[config.mk]
export PLATFORM = sky130hd
export DESIGN_NAME = uart_command_reply_framer_unit
export DESIGN_NICKNAME = d
export VERILOG_FILES = /design/src/rtl/ucrf_pkg.sv /design/src/rtl/uart_command_reply_framer_unit.sv /design/src/rtl/ucrf_engine.sv
export SDC_FILE = /design/constraint.sdc
export NUM_CORES = 1
export LEC_CHECK = 0
export BUFFER_PORTS_ARGS = -buffer_cell sky130_fd_sc_hd__buf_2
export CAP_MARGIN = 30
export CORE_MARGIN = 4
export CORE_UTILIZATION = 60
export CTS_CLUSTER_SIZE = 25
export DETAILED_ROUTE_END_ITERATION = 16
export PLACE_DENSITY_LB_ADDON = 0.25
export SKIP_LAST_GASP = 1
export SLEW_MARGIN = 20
export SYNTH_ARGS = -nofsm -noshare
export SYNTH_HDL_FRONTEND = slang
export SYNTH_SLANG_ARGS = --single-unit
[constraint.sdc]
create_clock -name clk -period 11 [get_ports clk]
set_input_delay 0 -clock clk [delete_from_list [all_inputs] [get_ports clk]]
set_output_delay 0 -clock clk [all_outputs]
set_load 0.02 [all_outputs]
[src/rtl/ucrf_pkg.sv]
package ucrf_pkg;

	// Request kinds carried on the input tuser.
	typedef enum logic [1:0] {
		REQ_START = 2'd0,
		REQ_DATA  = 2'd1,
		REQ_RX    = 2'd2
	} req_e_t;

	// Result kinds carried on the output tuser.
	typedef enum logic [1:0] {
		KIND_TX      = 2'd0,
		KIND_RX_DATA = 2'd1,
		KIND_DONE    = 2'd2
	} kind_e_t;

	typedef enum logic [3:0] {
		ST_OK          = 4'd0,
		ST_OVERFLOW    = 4'd1,
		ST_MISMATCH    = 4'd2,
		ST_UART_ERR    = 4'd3,
		ST_UNSUPPORTED = 4'd4,
		ST_BAD_LENGTH  = 4'd5,
		ST_TOO_LONG    = 4'd6,
		ST_BAD_CHECK   = 4'd7
	} status_e_t;

	// Device error codes found in the first reply data byte.
	localparam logic [7:0] DEV_UART_ERR_LO  = 8'hf1;
	localparam logic [7:0] DEV_UART_ERR_MID = 8'hf2;
	localparam logic [7:0] DEV_UART_ERR_HI  = 8'hf3;
	localparam logic [7:0] DEV_UNSUPPORTED  = 8'hf4;
	localparam logic [7:0] DEV_BAD_LENGTH   = 8'hf5;
	localparam logic [7:0] DEV_TOO_LONG     = 8'hf6;
	localparam logic [7:0] DEV_BAD_CHECK    = 8'hf7;

	// Longest command payload; longer requests are saturated to it.
	localparam logic [6:0] MAX_DATA_BYTES = 7'd32;

	// Bytes of a reply frame beyond its data: header, command, checksum.
	localparam int FRAME_OVERHEAD = 3;

	localparam int MAX_RESULTS = 3;

	typedef struct packed {
		kind_e_t   kind;
		logic [7:0] data;
		status_e_t status;
		logic [6:0] rlen;
	} result_t;

	// All results that one input item causes, in order from index 0.
	typedef struct packed {
		logic [1:0]                 cnt;
		result_t [MAX_RESULTS-1:0] res;
	} bundle_t;

endpackage

[src/rtl/uart_command_reply_framer_unit.sv]
// The results of an item are registered in the result queue before they are offered.
// Throughput: one item per cycle while each item causes at most one result and the
// output is not stalled; an item with N results is sent as N output transfers, and a
// two-deep queue of result groups lets the input run ahead of a stalled output by two result groups.
// Reset: arst_n clears the framing state and empties the result queue at once.
module uart_command_reply_framer_unit #(
	parameter int RX_BUFFER_BYTES = 40
) (
	input  logic        clk,
	input  logic        arst_n,
	input  logic        s_tvalid,
	output logic        s_tready,
	input  logic [23:0] s_tdata,  // op_write, cmd_code, data_len, ignore_errors, byte_value
	input  logic [1:0]  s_tuser,  // req_type
	output logic        m_tvalid,
	input  logic        m_tready,
	output logic [23:0] m_tdata,  // out_byte, status, reply_length, zero fill
	output logic [1:0]  m_tuser,  // out_kind
	output logic        m_tlast
);
	import ucrf_pkg::*;

	localparam logic [1:0] QDEPTH = 2'd2;

	logic    accept;
	logic    push;
	logic    take;
	logic    pop;
	bundle_t bundle;
	bundle_t head;
	result_t cur;
	bundle_t q_q [2];
	logic    wr_q;
	logic    rd_q;
	logic [1:0] cnt_q;
	logic [1:0] idx_q;

	assign s_tready = (cnt_q != QDEPTH);
	assign accept   = s_tvalid && s_tready;

	ucrf_engine #(
		.RX_BUFFER_BYTES(RX_BUFFER_BYTES)
	) u_engine (
		.clk          (clk),
		.arst_n       (arst_n),
		.en           (accept),
		.req          (s_tuser),
		.op_write     (s_tdata[0]),
		.cmd_code     (s_tdata[8:1]),
		.data_len     (s_tdata[14:9]),
		.ignore_errors(s_tdata[15]),
		.byte_value   (s_tdata[23:16]),
		.bundle       (bundle)
	);

	// Items that cause no result never enter the queue.
	assign push = accept && (bundle.cnt != 2'd0);

	assign head     = q_q[rd_q];
	assign cur      = head.res[idx_q];
	assign m_tvalid = (cnt_q != 2'd0);
	assign m_tlast  = (idx_q == head.cnt - 2'd1);
	assign m_tdata  = {5'b0, cur.rlen, cur.status, cur.data};
	assign m_tuser  = cur.kind;
	assign take     = m_tvalid && m_tready;
	assign pop      = take && m_tlast;

	always_ff @(posedge clk) begin
		if (push) begin
			q_q[wr_q] <= bundle;
		end
	end

	always_ff @(posedge clk or negedge arst_n) begin
		if (!arst_n) begin
			wr_q  <= 1'b0;
			rd_q  <= 1'b0;
			cnt_q <= '0;
			idx_q <= '0;
		end else begin
			if (push) begin
				wr_q <= ~wr_q;
			end
			if (pop) begin
				rd_q  <= ~rd_q;
				idx_q <= '0;
			end else if (take) begin
				idx_q <= idx_q + 2'd1;
			end
			cnt_q <= cnt_q + {1'b0, push} - {1'b0, pop};
		end
	end

`ifndef SYNTHESIS
	a_cnt_bound: assert property (@(posedge clk) disable iff (!arst_n)
		cnt_q <= QDEPTH)
		else $error("result queue count out of range");

	a_idx_in_group: assert property (@(posedge clk) disable iff (!arst_n)
		m_tvalid |-> (idx_q < head.cnt))
		else $error("result index beyond its group");

	a_idx_idle: assert property (@(posedge clk) disable iff (!arst_n)
		!m_tvalid |-> (idx_q == 2'd0))
		else $error("result index not cleared while queue is empty");

	a_group_continues: assert property (@(posedge clk) disable iff (!arst_n)
		(take && !m_tlast) |=> (m_tvalid && idx_q == $past(idx_q) + 2'd1))
		else $error("result group interrupted before its last item");

	a_full_holds: assert property (@(posedge clk) disable iff (!arst_n)
		(cnt_q == QDEPTH && !pop) |=> (cnt_q == QDEPTH))
		else $error("full queue changed without a pop");
`endif

endmodule

[src/rtl/ucrf_engine.sv]
module ucrf_engine #(
	parameter int RX_BUFFER_BYTES = 40
) (
	input  logic             clk,
	input  logic             arst_n,
	input  logic             en,
	input  logic [1:0]       req,
	input  logic             op_write,
	input  logic [7:0]       cmd_code,
	input  logic [5:0]       data_len,
	input  logic             ignore_errors,
	input  logic [7:0]       byte_value,
	output ucrf_pkg::bundle_t bundle
);
	import ucrf_pkg::*;

	localparam int RW = $clog2(RX_BUFFER_BYTES + 1);
	localparam int CW = 9;
	localparam logic [CW-1:0] RX_LIMIT = CW'(RX_BUFFER_BYTES);
	localparam logic [CW-1:0] OVERHEAD = CW'(FRAME_OVERHEAD);

	logic [RW-1:0] rx_count_q, rx_count_d;
	logic          held_q, held_d;
	logic          rop_q, rop_d;
	logic [6:0]    rlen_q, rlen_d;
	logic [7:0]    rcmd_q, rcmd_d;
	logic [7:0]    rfirst_q, rfirst_d;
	logic          eop_q, eop_d;
	logic [7:0]    ecmd_q, ecmd_d;
	logic          eign_q, eign_d;
	logic [7:0]    tx_sum_q, tx_sum_d;
	logic [5:0]    tx_left_q, tx_left_d;

	always_comb begin
		logic [5:0]    dlen_s;
		logic [7:0]    hdr;
		logic [7:0]    sum_n;
		logic [CW-1:0] idx;
		logic [CW-1:0] rx_n;
		logic [1:0]    n;
		status_e_t     st;

		rx_count_d = rx_count_q;
		held_d     = held_q;
		rop_d      = rop_q;
		rlen_d     = rlen_q;
		rcmd_d     = rcmd_q;
		rfirst_d   = rfirst_q;
		eop_d      = eop_q;
		ecmd_d     = ecmd_q;
		eign_d     = eign_q;
		tx_sum_d   = tx_sum_q;
		tx_left_d  = tx_left_q;
		bundle     = '0;
		dlen_s     = '0;
		hdr        = '0;
		sum_n      = '0;
		idx        = CW'(rx_count_q);
		rx_n       = idx + CW'(1);
		n          = '0;
		st         = ST_OK;

		case (req)
			REQ_START: begin
				dlen_s = ({1'b0, data_len} > MAX_DATA_BYTES) ? MAX_DATA_BYTES[5:0] : data_len;
				held_d = 1'b0;
				rop_d  = 1'b0;
				rlen_d = '0;
				rcmd_d = '0;
				eop_d  = op_write;
				ecmd_d = cmd_code;
				eign_d = ignore_errors;
				hdr    = {op_write, 1'b0, dlen_s};
				sum_n  = hdr + cmd_code;
				tx_sum_d  = sum_n;
				tx_left_d = dlen_s;
				bundle.res[0] = '{kind: KIND_TX, data: hdr, status: ST_OK, rlen: '0};
				bundle.res[1] = '{kind: KIND_TX, data: cmd_code, status: ST_OK, rlen: '0};
				if (dlen_s == '0) begin
					bundle.res[2] = '{kind: KIND_TX, data: 8'(-sum_n), status: ST_OK,
						rlen: '0};
					bundle.cnt = 2'd3;
				end else begin
					bundle.cnt = 2'd2;
				end
			end
			REQ_DATA: begin
				if (tx_left_q != '0) begin
					sum_n     = tx_sum_q + byte_value;
					tx_sum_d  = sum_n;
					tx_left_d = tx_left_q - 6'd1;
					bundle.res[0] = '{kind: KIND_TX, data: byte_value, status: ST_OK,
						rlen: '0};
					if (tx_left_q == 6'd1) begin
						bundle.res[1] = '{kind: KIND_TX, data: 8'(-sum_n), status: ST_OK,
							rlen: '0};
						bundle.cnt = 2'd2;
					end else begin
						bundle.cnt = 2'd1;
					end
				end
			end
			REQ_RX: begin
				if (idx >= RX_LIMIT || (held_q && idx >= CW'(rlen_q) + OVERHEAD)) begin
					// The byte does not fit: drop it and close the frame.
					rx_count_d = '0;
					bundle.res[0] = '{kind: KIND_DONE, data: '0, status: ST_OVERFLOW,
						rlen: rlen_q};
					bundle.cnt = 2'd1;
				end else begin
					if (idx == CW'(0) && !held_q) begin
						rop_d  = byte_value[7];
						rlen_d = byte_value[6:0];
					end else if (idx == CW'(1) && !held_q) begin
						rcmd_d = byte_value;
					end else if (idx == CW'(2)) begin
						rfirst_d = byte_value;
					end
					held_d = held_q | (rx_n >= CW'(2));
					if (idx >= CW'(2) && idx < CW'(rlen_d) + CW'(2)) begin
						bundle.res[n] = '{kind: KIND_RX_DATA, data: byte_value, status: ST_OK,
							rlen: '0};
						n = n + 2'd1;
					end
					if (held_d && rx_n == CW'(rlen_d) + OVERHEAD) begin
						if (rop_d != eop_q || rcmd_d != ecmd_q) begin
							st = ST_MISMATCH;
						end else if (!eign_q && (eop_q || rlen_d == 7'd1)) begin
							case (rfirst_d)
								DEV_UART_ERR_LO, DEV_UART_ERR_MID, DEV_UART_ERR_HI:
									st = ST_UART_ERR;
								DEV_UNSUPPORTED: st = ST_UNSUPPORTED;
								DEV_BAD_LENGTH:  st = ST_BAD_LENGTH;
								DEV_TOO_LONG:    st = ST_TOO_LONG;
								DEV_BAD_CHECK:   st = ST_BAD_CHECK;
								default:         st = ST_OK;
							endcase
						end
						rx_count_d = '0;
						bundle.res[n] = '{kind: KIND_DONE, data: '0, status: st, rlen: rlen_d};
						n = n + 2'd1;
					end else begin
						rx_count_d = rx_n[RW-1:0];
					end
					bundle.cnt = n;
				end
			end
			default: begin
			end
		endcase
	end

	always_ff @(posedge clk or negedge arst_n) begin
		if (!arst_n) begin
			rx_count_q <= '0;
			held_q     <= 1'b0;
			rop_q      <= 1'b0;
			rlen_q     <= '0;
			rcmd_q     <= '0;
			rfirst_q   <= '0;
			eop_q      <= 1'b0;
			ecmd_q     <= '0;
			eign_q     <= 1'b0;
			tx_sum_q   <= '0;
			tx_left_q  <= '0;
		end else if (en) begin
			rx_count_q <= rx_count_d;
			held_q     <= held_d;
			rop_q      <= rop_d;
			rlen_q     <= rlen_d;
			rcmd_q     <= rcmd_d;
			rfirst_q   <= rfirst_d;
			eop_q      <= eop_d;
			ecmd_q     <= ecmd_d;
			eign_q     <= eign_d;
			tx_sum_q   <= tx_sum_d;
			tx_left_q  <= tx_left_d;
		end
	end

endmodule
**Word level (Yosys, flattened, before mapping)**

Memory sizes are Yosys's and may differ from the RTL's.
Index checks and enable logic that the tools add are counted.

- Reductions and logical operators: 31
- Muxes and demuxes: 65
- $add $sub $neg: 14
- Eq/ne operators: 20
- Order comparisons: 9
- Bitwise logic cells: 4

Operators by type and width:

| cell | number |
|---|---|
| $pmux W42 S3 | 1 |
| $mux W21 | 5 |
| $mux W8 | 11 |
| $mux W42 | 2 |
| $bwmux W63 | 1 |
| $mux W63 | 1 |
| $eq A8 B8 Y1 const B | 7 |
| $bmux W21 S2 | 1 |
| $demux W21 S2 | 1 |
| $pmux W21 S2 | 1 |
| $mux W19 | 2 |
| $pmux W8 S2 | 2 |
| $mux W7 | 4 |
| $add A7 B2 Y8 const B | 3 |
| $mux W6 | 4 |
| $mux W20 | 1 |
| $mux W4 | 5 |
| $add A8 B8 Y8 | 2 |
| $mux W2 | 8 |
| $neg A8 Y8 | 2 |
| $pmux W3 S5 | 1 |
| $pmux W7 S2 | 1 |
| $eq A6 B1 Y1 const B | 2 |
| $logic_not A6 Y1 | 2 |
| 39 further kinds | 73 |

- Output and inout port bits: 29
- Bits in writable memories: 130
- Logic and storage cells: 159
- Memories kept: 1
- Flip-flop bits (word level): 61
- Bits of input ports: 30

Memories:

| name | depth | bits a word | read ports | clocked after memory_dff | write ports | line | text |
|---|---|---|---|---|---|---|---|
| q_q | 2 | 65 | 1 | 0 | 1 | uart_command_reply_framer_unit.sv:32 | `bundle_t q_q [2];` |

**Longest topological paths before layout**

Gate-level depths: netlist of the first run.

- Depth after elaboration: 20
- Gate-level depth with buffers: 20
- Depth with buffers taken out: 19

**Modules after synthesis**

From an unflattened synthesis of the first run, not the netlist that was laid out.

- Cells, all modules: 907
- Area total of the unflattened synthesis: 10719.0 um^2

Modules (own cells, without submodules):

| module | seq. area each (um^2) | times used | area each (um^2) | cells an instance |
|---|---|---|---|---|
| ucrf_engine | 1376.3 | 1 | 5395.2 | 632 |
| uart_command_reply_framer_unit | 4053.9 | 1 | 5323.9 | 275 |

**Worst setup path before layout of the first run**

Ideal clock, no wire load.

- Path kind: reg-to-reg
- Start: register u_engine.rx_count_q[3]
- End: memory q_q[0][0] (netlist name), enable pin
- Required time: 10538 ps
- Library setup time: 462 ps
- Buffers on the path: 3
- Clock period less this slack: 6388 ps
- Stages on the path, launching flop included: 18
- Slack: 4612 ps
- Arrival time: 5927 ps
- Cells stage by stage: dfrtp_1 > buf_2 > or4_1 > buf_2 > nor2_2 > clkbuf_1 > o21ai_0 > ha_1 > xor2_1 > ha_1 > o21ai_0 > o21ai_0 > a21oi_1 > o32ai_2 > inv_2 > ha_1 > o41a_1 > nor2b_1

- Word-level cells in the longest chain between the ends: 19
- Elaborated cells between the ends (all ways): 30
- Classes of those cells: 4 x add/sub; 5 x order compare; 1 x eq/ne; 11 x mux; 1 x bitwise; 8 x reduce/logical

Ends and longest elaborated chain:

| item | line | text |
|---|---|---|
| from (decl) | ucrf_engine.sv:22 | `logic [RW-1:0] rx_count_q, rx_count_d;` |
| from (signal assigned) | ucrf_engine.sv:167 | `rx_count_q <= rx_count_d;` |
| $logic_not A6 Y1 | ucrf_engine.sv:111 | `if (idx == CW'(0) && !held_q) begin` |
| $logic_and A1 B1 Y1 | ucrf_engine.sv:111 |  |
| $mux W7 | ucrf_engine.sv:111 |  |
| $mux W7 | ucrf_engine.sv:104 | `if (idx >= RX_LIMIT \|\| (held_q && idx >= CW'(rlen_q) + OVERHEAD)) begin` |
| $mux W7 | ucrf_engine.sv:63 | `case (req)` |
| $add A7 B2 Y8 | ucrf_engine.sv:120 | `if (idx >= CW'(2) && idx < CW'(rlen_d) + CW'(2)) begin` |
| $lt A6 B9 Y1 | ucrf_engine.sv:120 |  |
| $logic_and A1 B1 Y1 | ucrf_engine.sv:120 |  |
| [... 3 more ...] | n/a |  |
| $add A2 B1 Y2 | ucrf_engine.sv:141 | `n = n + 2'd1;` |
| $mux W2 | ucrf_engine.sv:125 | `if (held_d && rx_n == CW'(rlen_d) + OVERHEAD) begin` |
| $mux W2 * | ucrf_engine.sv:104 |  |
| $pmux W2 S3 * | ucrf_engine.sv:63 |  |
| $reduce_bool A2 Y1 * | uart_command_reply_framer_unit.sv:57 | `assign push = accept && (bundle.cnt != 2'd0);` |
| $logic_and A1 B1 Y1 * | uart_command_reply_framer_unit.sv:57 |  |
| $mux W1 * | uart_command_reply_framer_unit.sv:69 | `if (push) begin` |
| $mux W1 (implied by the code) * | uart_command_reply_framer_unit.sv:70 | `q_q[wr_q] <= bundle;` |
| to (decl) | uart_command_reply_framer_unit.sv:32 |  |

Mark *: on every way between the ends. The rest lies on a longest branch, timed or not. The select of a mux whose other input is x is not followed.

**Final worst setup path of the first run**

- Start: register u_engine.rx_count_q[5]
- End: memory q_q[0][34] (netlist name), enable pin

The elaborated chain is that of the path after synthesis.

==> metrics.md, run 1 <==
| Metric | Value |
|---|---|
| Status | finished clean |
| Critical path arrival | 5.99 ns |
| Global-route wire length before repair | 38,300 um |
| Cell area after synthesis | 9290 um^2 |
| Synth unique cells | 80 |
| Initial DRT Pass Iterations | 5 |
| Ys async rst share | 38.4% |
| Clk slew on worst S/H paths | 0.07 ns |
| # setup viols final | 0 |
| Rel. slew slack | between 40% and 50% |
| Pin count of the biggest net entering global routing | 62 |
| Drt total wl | 24,400 um |
| Setup CP Type | flop to flop |
| Final Cycle Share | 53.6% |
| Min Tclk post-route | around 5.9 ns |
| DRT iter0 DRCs | 825 |
| CTS tree | done |
| Crit. End Element | flop |
| Buf+Inv Stages, Crit Path | 2 |
| CTS Buf Count | 17 |
| IO Port Bufs | 52 |
| Final hold vios | 0 |
| Critical path's top delay family | simple AND/OR/NAND/NOR gates |
| Die Area | 17,500 um^2 |
| Yosys top cell area share | 31.7% |
| Top_reg_cell synth | edfxtp_1 |
| Initial antenna violation count | 2 |
| Syn Inst Count | 829 |
| Starting Density | 61.1% |
| Startpoint class of the critical path | flop |
| RSZ-0062 raised after global routing | false |
| Clock skew | 0.0123 ns |
| Tot GR Track Use | 28.1% |
| Final Power | 3.11 mW |
| ANT cells | 0 |
| Setup TNS | 0 ns |
| Leading cell types by total area after synthesis | edfxtp_1, dfrtp_1, ha_1, mux4_2, mux2i_1 |
| Die height | 132 um |
| Slew Limit Fails | 0 |
| WL/cell | 22.4 um |
| YS warnings | 0 |
| Clk sinks | 159 |
| CP Data Required Time | 11.09 ns |
| Vias | 7,092 |
| Clk_lat worst skew | approximately 0.43 ns |
| Slew @ Worst Pin | 0.857 ns |
| Max FO, Critical Path | 26 |
| EDFF count, synth | about 100 |
| Share of cells above drive strength 1 | 15.8% |
| Max clock buf depth | 2 |
| Synth cell count leaders | edfxtp_1, dfrtp_1, nor2_1, o21ai_0, nand2_1 |
| Top-count cell post-synth | edfxtp_1 |
| Seq/Total Area, Yosys | 48.1% |
| Largest area contributor in the netlist | edfxtp_1 |
| Post-synthesis register bit count | roughly 160 |
| IO Pins | 59 |
| Slowest cell delay on critical path | between 0.7 and 0.8 ns |
| Mean Syn Cell Area | 11.2 um^2 |
| Crit-path slowest cell | or4_1 |
| Pwr Density | 296 nW/um^2 |
| Root Buffer | clkbuf_16 |
| Setup Buffers After CTS | 0 |
| Util after Layout | between 60 and 70% |
| Static Leakage | 4.31 nW |
| Routability congestion estimate | roughly 0.96 |
| Cell Rows | 45 |
| Synthesis-to-layout area growth | 12.9% |
| DP HPWL | 17,300 um |
| Vias in the first global route | 6,878 |
| Fmax | 0.169 GHz |
| DR vias/cell | ~6.5 |
| Number of routed nets with antenna violations | 0 |
| Drt drc | 0 |
| Congestion Overflow GR | 0 |
| Die Width | 132 um |
| Fill cells | 1,107 |
| VDD IR-drop max | 0.182 mV |
| Crit path cell chain | or4_1 > nor2_2 > o21ai_0 > ha_1 > xor2_1 > ha_1 > o21ai_0 > o21ai_0 > a21oi_1 > o32ai_2 > inv_2 > ha_1 > o41a_1 > nor2b_4 > buf_4 |
| Type of the most critical hold path | input port to flop |
| H-tree levels | 4 |
| Max_cap viols | 0 |
| Core Box Area | between 15,000 and 20,000 um^2 |
| Final nets | between 900 and 1,000 |
==> logic make-up after synthesis <==
kind of cell,count (synthesis),share of synthesized area [%]
AOI/OAI and AO/OA,202,15.0
xor gates and xnor gates,49,4.62
adders and majority gates,44,6.09
buffers and inverters,86,3.88
DFF,159,48.1
muxes,65,9.47
other,1,0.0404
and+or+nand+nor,223,12.8
==> per-stage QoR <==
stage | std cells | setup WS [ns] | hold slack, ns | cell area [um^2]
3_5_place_dp | 1042 | 5.16 | 0.249 | 9720
6_report | 1088 | 5.10 | 0.0253 | 10500
5_1_grt | 1088 | 4.70 | 0.0318 | 10500
2_1_floorplan | 836 | 4.61 | -0.296 | 9310
4_1_cts | 1087 | 5.13 | 0.0110 | 10500
3_3_place_gp | 1039 | 5.08 | 0.235 | 9660
==> layout make-up <==
type	count	area (um^2)	share of cell area (%)
well taps	188	235	2.24
clock inverters	14	193	1.84
flip-flops and latches	159	4470	42.6
clock buffers	18	429	4.09
inverters	44	165	1.58
repair buffers	74	502	4.79
multi-input cells	591	4490	42.8
==> layer usage <==
| layer | vias up | share of wire (%) | track usage, % |
|---|---|---|---|
| met5 | - | 0.11 | 0 |
| met4 | 4 | 2.6 | 8.95 |
| met3 | 59 | 8.0 | 7.21 |
| met2 | 338 | 45 | 42.2 |
| met1 | 3478 | 44 | 40.3 |
| li1 | 3213 | - | - |
==> worst min-delay path, stage by stage <==
cell,delay [ns]
buf_2,0.18
a32oi_1,0.08
o21ai_0,0.15
==> path summary, 6_finish.rpt <==
path	start	end	slack, ns	depth (start not counted)
max in group asynchronous	arst_n	rd_q$_DFFE_PN0P_	10.12	3
setup reg to reg	u_engine.rx_count_q[5]$_DFFE_PN0P_	q_q[0][34]$_DFFE_PP_	5.10	15
hold reg to reg	u_engine.rfirst_q[5]$_DFFE_PN0P_	u_engine.rfirst_q[5]$_DFFE_PN0P_	0.49	1
setup / recovery	u_engine.rx_count_q[5]$_DFFE_PN0P_	q_q[0][34]$_DFFE_PP_	5.10	15
min in group asynchronous	arst_n	u_engine.rlen_q[2]$_DFFE_PN0P_	0.27	3
hold / removal	s_tdata[14]	u_engine.tx_left_q[5]$_DFFE_PN0P_	0.03	3
==> flip-flops by register name (all words and copies together), names as in the netlist, 2 cells and up <==
register	count
q_q	98
u_engine.ecmd_q	8
u_engine.rcmd_q	8
u_engine.rfirst_q	8
u_engine.tx_sum_q	8
u_engine.rlen_q	7
u_engine.rx_count_q	6
u_engine.tx_left_q	6
cnt_q	2
idx_q	2
==> cells in the final DEF, fill, tap and decap left out, types with 9 or more instances in the layout <==
cell,count
mux2i_1,26
inv_1,42
xnor2_1,29
and2_1,12
nor2b_1,23
nand3_1,19
xor2_1,20
mux2_2,16
mux4_2,16
nor2_1,49
a22o_1,26
edfxtp_1,98
ha_1,42
clkbuf_16,17
nand2_1,45
dfrtp_1,60
buf_2,52
o21ai_0,47
and3_1,9
a21oi_1,32
nor3_1,19
dlygate4sd3_1,13
==> repair_timing <==
action,4_1_cts,5_1_grt
hold buffers,13,0
resized for setup,0,0
hold endpoints to repair,83,0
==> report_power, final <==
group          total (mW)  switching, mW  internal (mW)
Sequential           1.02          0.162          0.855
Combinational        1.46          0.872          0.586
Clock               0.629          0.263          0.366
Total                3.11           1.30           1.81
Power figures use the tool's default switching activity.
==> inputs of run 2 (changes only) <==
- ABC_AREA: unset -> 1
- clock period: 11 -> 6.1 ns (I/O delays scaled with it)
==> metrics.md, run 2 <==
| Metric | Value |
|---|---|
| Status | finished clean |
| Setup crit end | q_q[1][13]$_DFFE_PP_ |
| Clk slew on worst S/H paths | 0.07 ns (about the same) |
| Crit path from | u_engine.rx_count_q[0]$_DFFE_PN0P_ |
| Switching Power | 2.71 mW (+110%) |
| Max reg flops | 98 (unchanged) |
| Type of the most critical hold path | input port to flop |
| Mean Syn Cell Area | 8.36 um^2 (-25%) |
| Static Leakage | 4.93 nW (+14%) |
| Final Power | 5.69 mW (+83%) |
| YS warnings | 0 (unchanged) |
| Flop2flop setup slack | 1.15 ns (-3.95 ns) |
| Die height | 134 um (+1.5%) |
| Sequential power share | 29.8% (-3.0 points) |
| Drt drc | 0 (unchanged) |
| Startpoint class of the critical path | flop |
| Tot GR Track Use | 27.7% (-0.32 points) |
| Cell mode on critical path | nand2_1 |
| Synthesis-to-layout area growth | 11.9% |
| DR vias/cell | 5.75 (-12%) |
| Drt total wl | 24,600 um (+0.72%) |
| # setup viols final | 0 (unchanged) |
| Critical path arrival | 5.08 ns (-0.91 ns) |
| Critical path's top delay family | simple AND/OR/NAND/NOR gates |
| Initial antenna violation count | 0 (-2) |
| DP HPWL | 17,500 um (+0.85%) |
| Slowest cell delay on critical path | 0.62 ns (-0.15 ns) |
| Share of cells above drive strength 1 | 13.5% (-2.2 points) |
| Setup Buffers After CTS | 0 (unchanged) |
| Synth cell count leaders | nand2_1, nor2_1, inv_1, edfxtp_1, o21ai_0 |
| DRT iter0 DRCs | 1,028 (+25%) |
| Min Tclk post-route | 4.95 ns (-0.954 ns) |
| Congestion Overflow GR | 0 (unchanged) |
| Max clock buf depth | 2 (unchanged) |
| Slew @ Worst Pin | 0.934 ns (+0.0767 ns) |
| Register with the highest flop count | q_q |
| Root Buffer | clkbuf_16 |
| Die Area | 18,100 um^2 (+3.1%) |
| Crit. End Element | flop |
| Setup CP Type | flop to flop |
| Initial DRT Pass Iterations | 6 (+1) |
| Placed Area | 10,000 um^2 (+3.0%) |
| Setup TNS | 0 ns (unchanged) |
| Final hold vios | 0 (unchanged) |
| Fill cells | 1,255 (+13%) |
| WP depth | 27 (+12) |
| Routability congestion estimate | 0.979 (+2.5%) |
| Max FO, Critical Path | 27 (+3.8%) |
| Cell area after synthesis | 9590 um^2 (+3.3%) |
| Util after Layout | 69.6% (+0.59 points) |
| IO Pins | 59 (unchanged) |
| Final Cycle Share | 81.1% (+27 points) |
| Buf+Inv Stages, Crit Path | 5 (+3) |
| Seq/Total Area, Yosys | 46.6% (-1.5 points) |
| H-tree levels | 4 (unchanged) |
| P_int | 2.98 mW (+65%) |
| Pin count of the biggest net entering global routing | 62 (unchanged) |
| Crit-path slowest cell | nor2_4 |
| VDD IR-drop max | 0.346 mV (+90%) |
| Clk_lat worst skew | 0.44 ns (about the same) |
| Fmax | 0.202 GHz (+19%) |
| Global-route wire length before repair | 39,000 um (+1.9%) |
| FF+latch area | 4470 um^2 (about the same) |
| Number of routed nets with antenna violations | 0 (unchanged) |
| Clk sinks | 159 (unchanged) |
| Most frequent cells in the layout | nand2_1, nor2_1, inv_1 |
| Leading cell types by total area after synthesis | edfxtp_1, dfrtp_1, nand2_1, ha_1, nor2_1 |
| Slew Limit Fails | 0 (unchanged) |
| CTS Buf Count | 17 (unchanged) |
| Clock skew | 0.0116 ns (-0.000675 ns) |
| IO Port Bufs | 52 (unchanged) |
| Switching Share | 47.6% (+5.8 points) |
| Cell Rows | 45 (unchanged) |
| Yosys top cell area share | 30.7% (-1.0 points) |
| Cts repair resizes | 0 (unchanged) |
| Multi-input gate area | 4460 um^2 (-0.75%) |
| Rel. slew slack | 37.5% (-5.3 points) |
| Top-count cell post-synth | nand2_1 |
| Starting Density | 62.2% (+1.1 points) |
| Vias in the first global route | 7,518 (+9.3%) |
| Synth unique cells | 47 (-41%) |
| Comb pwr share | 52.0% (+5.0 points) |
| Largest area contributor in the netlist | edfxtp_1 |
| Ys async rst share | 38.4% (unchanged) |
| Top_reg_cell synth | edfxtp_1 |
| EDFF count, synth | 98 (unchanged) |
| FF-to-FF path depth | 27 (+12) |
| WL/cell | 17.1 um (-24%) |
| Commonest non-fill, non-tap cell in the layout | nand2_1 |
| ANT cells | 0 (unchanged) |
| Final nets | 1,288 (+34%) |
| Vias | 8,267 (+17%) |
| Die Width | 134 um (+1.5%) |
| Max_cap viols | 0 (unchanged) |
| Core Box Area | 15,400 um^2 (+1.5%) |
| R2r startpoint | u_engine.rx_count_q[0]$_DFFE_PN0P_ |
| Hold buffers post-CTS | 15 (+2) |
| Design area | 10,700 um^2 (+2.4%) |
| R2R Path End | q_q[1][13]$_DFFE_PP_ |
| CTS tree | done |
| Post-synthesis register bit count | 159 (unchanged) |
| CP Data Required Time | 6.23 ns (-4.86 ns) |
| Syn Inst Count | 1,147 (+38%) |
| RSZ-0062 raised after global routing | false |
| Pwr Density | 530 nW/um^2 (+79%) |
| Clock Power Share | 18.2% (-2.1 points) |
[run 2: cell types whose count changed in the layout (fill, tap and decap cells not counted), sizes merged, moves of 30 or more]
cell,delta
nor2,+102
nand2,+273
nand3,+44
inv,+84
o21ai,+35
o22ai,+30
[run 2: area by class of cell]
class                           count  share of cell area (%)
Multi-Input combinational cell    829                    41.5
Clock buffer                       17                    3.96
Clock inverter                     15                    1.33
Inverter                          130                    4.55
Timing Repair Buffer               77                    4.52
Tap cell                          211                    2.46
Sequential cell                   159                    41.6
[run 2: per-layer routing]
layer	global-route usage (%)	part of all wire [%]
met4	10.2	3.0
met2	42.1	45
met3	4.24	8.2
met5	0	0
met1	40.6	43
[run 2: worst reg2reg max path: stages, from the launching register on]
cell and delay (ns):
dfrtp_1 0.45, inv_1 0.20, ha_1 0.28, inv_2 0.09
nor2_4 0.14, nand3_4 0.18, nand2_1 0.16, nand2_4 0.09
ha_1 0.21, xor2_1 0.17, ha_1 0.28, nand2_1 0.06
nor2_1 0.08, nand3_1 0.07, o211ai_1 0.09, nand2_1 0.08
nand2_1 0.06, nand2_1 0.05, inv_1 0.06, nand3_2 0.08
nand2_4 0.09, inv_2 0.05, ha_1 0.27, a221oi_1 0.08
nand4_1 0.15, nand2_1 0.14, nor2_4 0.62, buf_4 0.36
[run 2: cell families after synthesis]
family | count (synthesis) | share of synthesized area [%]
AND/OR/NAND/NOR | 567 | 26.8
AO/OA/AOI/OAI | 181 | 10.7
buffers and inverters | 166 | 7.28
flip-flops | 159 | 46.6
adder cells (fa/ha/maj) | 44 | 5.90
XOR/XNOR | 27 | 2.47
multiplexers | 2 | 0.222
other | 1 | 0.0391
[run 2: through the flow]
step | hold WS [ns] | setup WS (ns) | std cells
2_1_floorplan | -0.296 | 0.352 | 1154
3_3_place_gp | 0.226 | 1.33 | 1391
3_5_place_dp | 0.235 | 1.15 | 1391
4_1_cts | 0.0199 | 1.13 | 1438
5_1_grt | 0.0445 | 0.713 | 1438
6_report | 0.0298 | 1.15 | 1438
[run 2: worst min path at each step]
stage	start	endpoint	slack, ns	cells after the start
floorplan	arst_n	cnt_q[0]$_DFF_PN0_	-0.30	0
global placement	arst_n	u_engine.rx_count_q[0]$_DFFE_PN0P_	0.23	2
detailed placement	arst_n	u_engine.rx_count_q[3]$_DFFE_PN0P_	0.23	2
CTS	s_tdata[21]	q_q[1][16]$_DFFE_PP_	0.02	3
global route	s_tdata[21]	q_q[0][16]$_DFFE_PP_	0.04	3
finish	s_tdata[21]	q_q[1][16]$_DFFE_PP_	0.03	3
[run 2: power by group through the flow]
stage	clock network, mW	registers [mW]	logic (mW)
floorplan	0	1.64	2.26
global placement	0	1.70	2.83
detailed placement	0	1.71	2.90
CTS	1.04	1.69	2.94
global route	1.09	1.73	3.31
finish	1.03	1.70	2.96
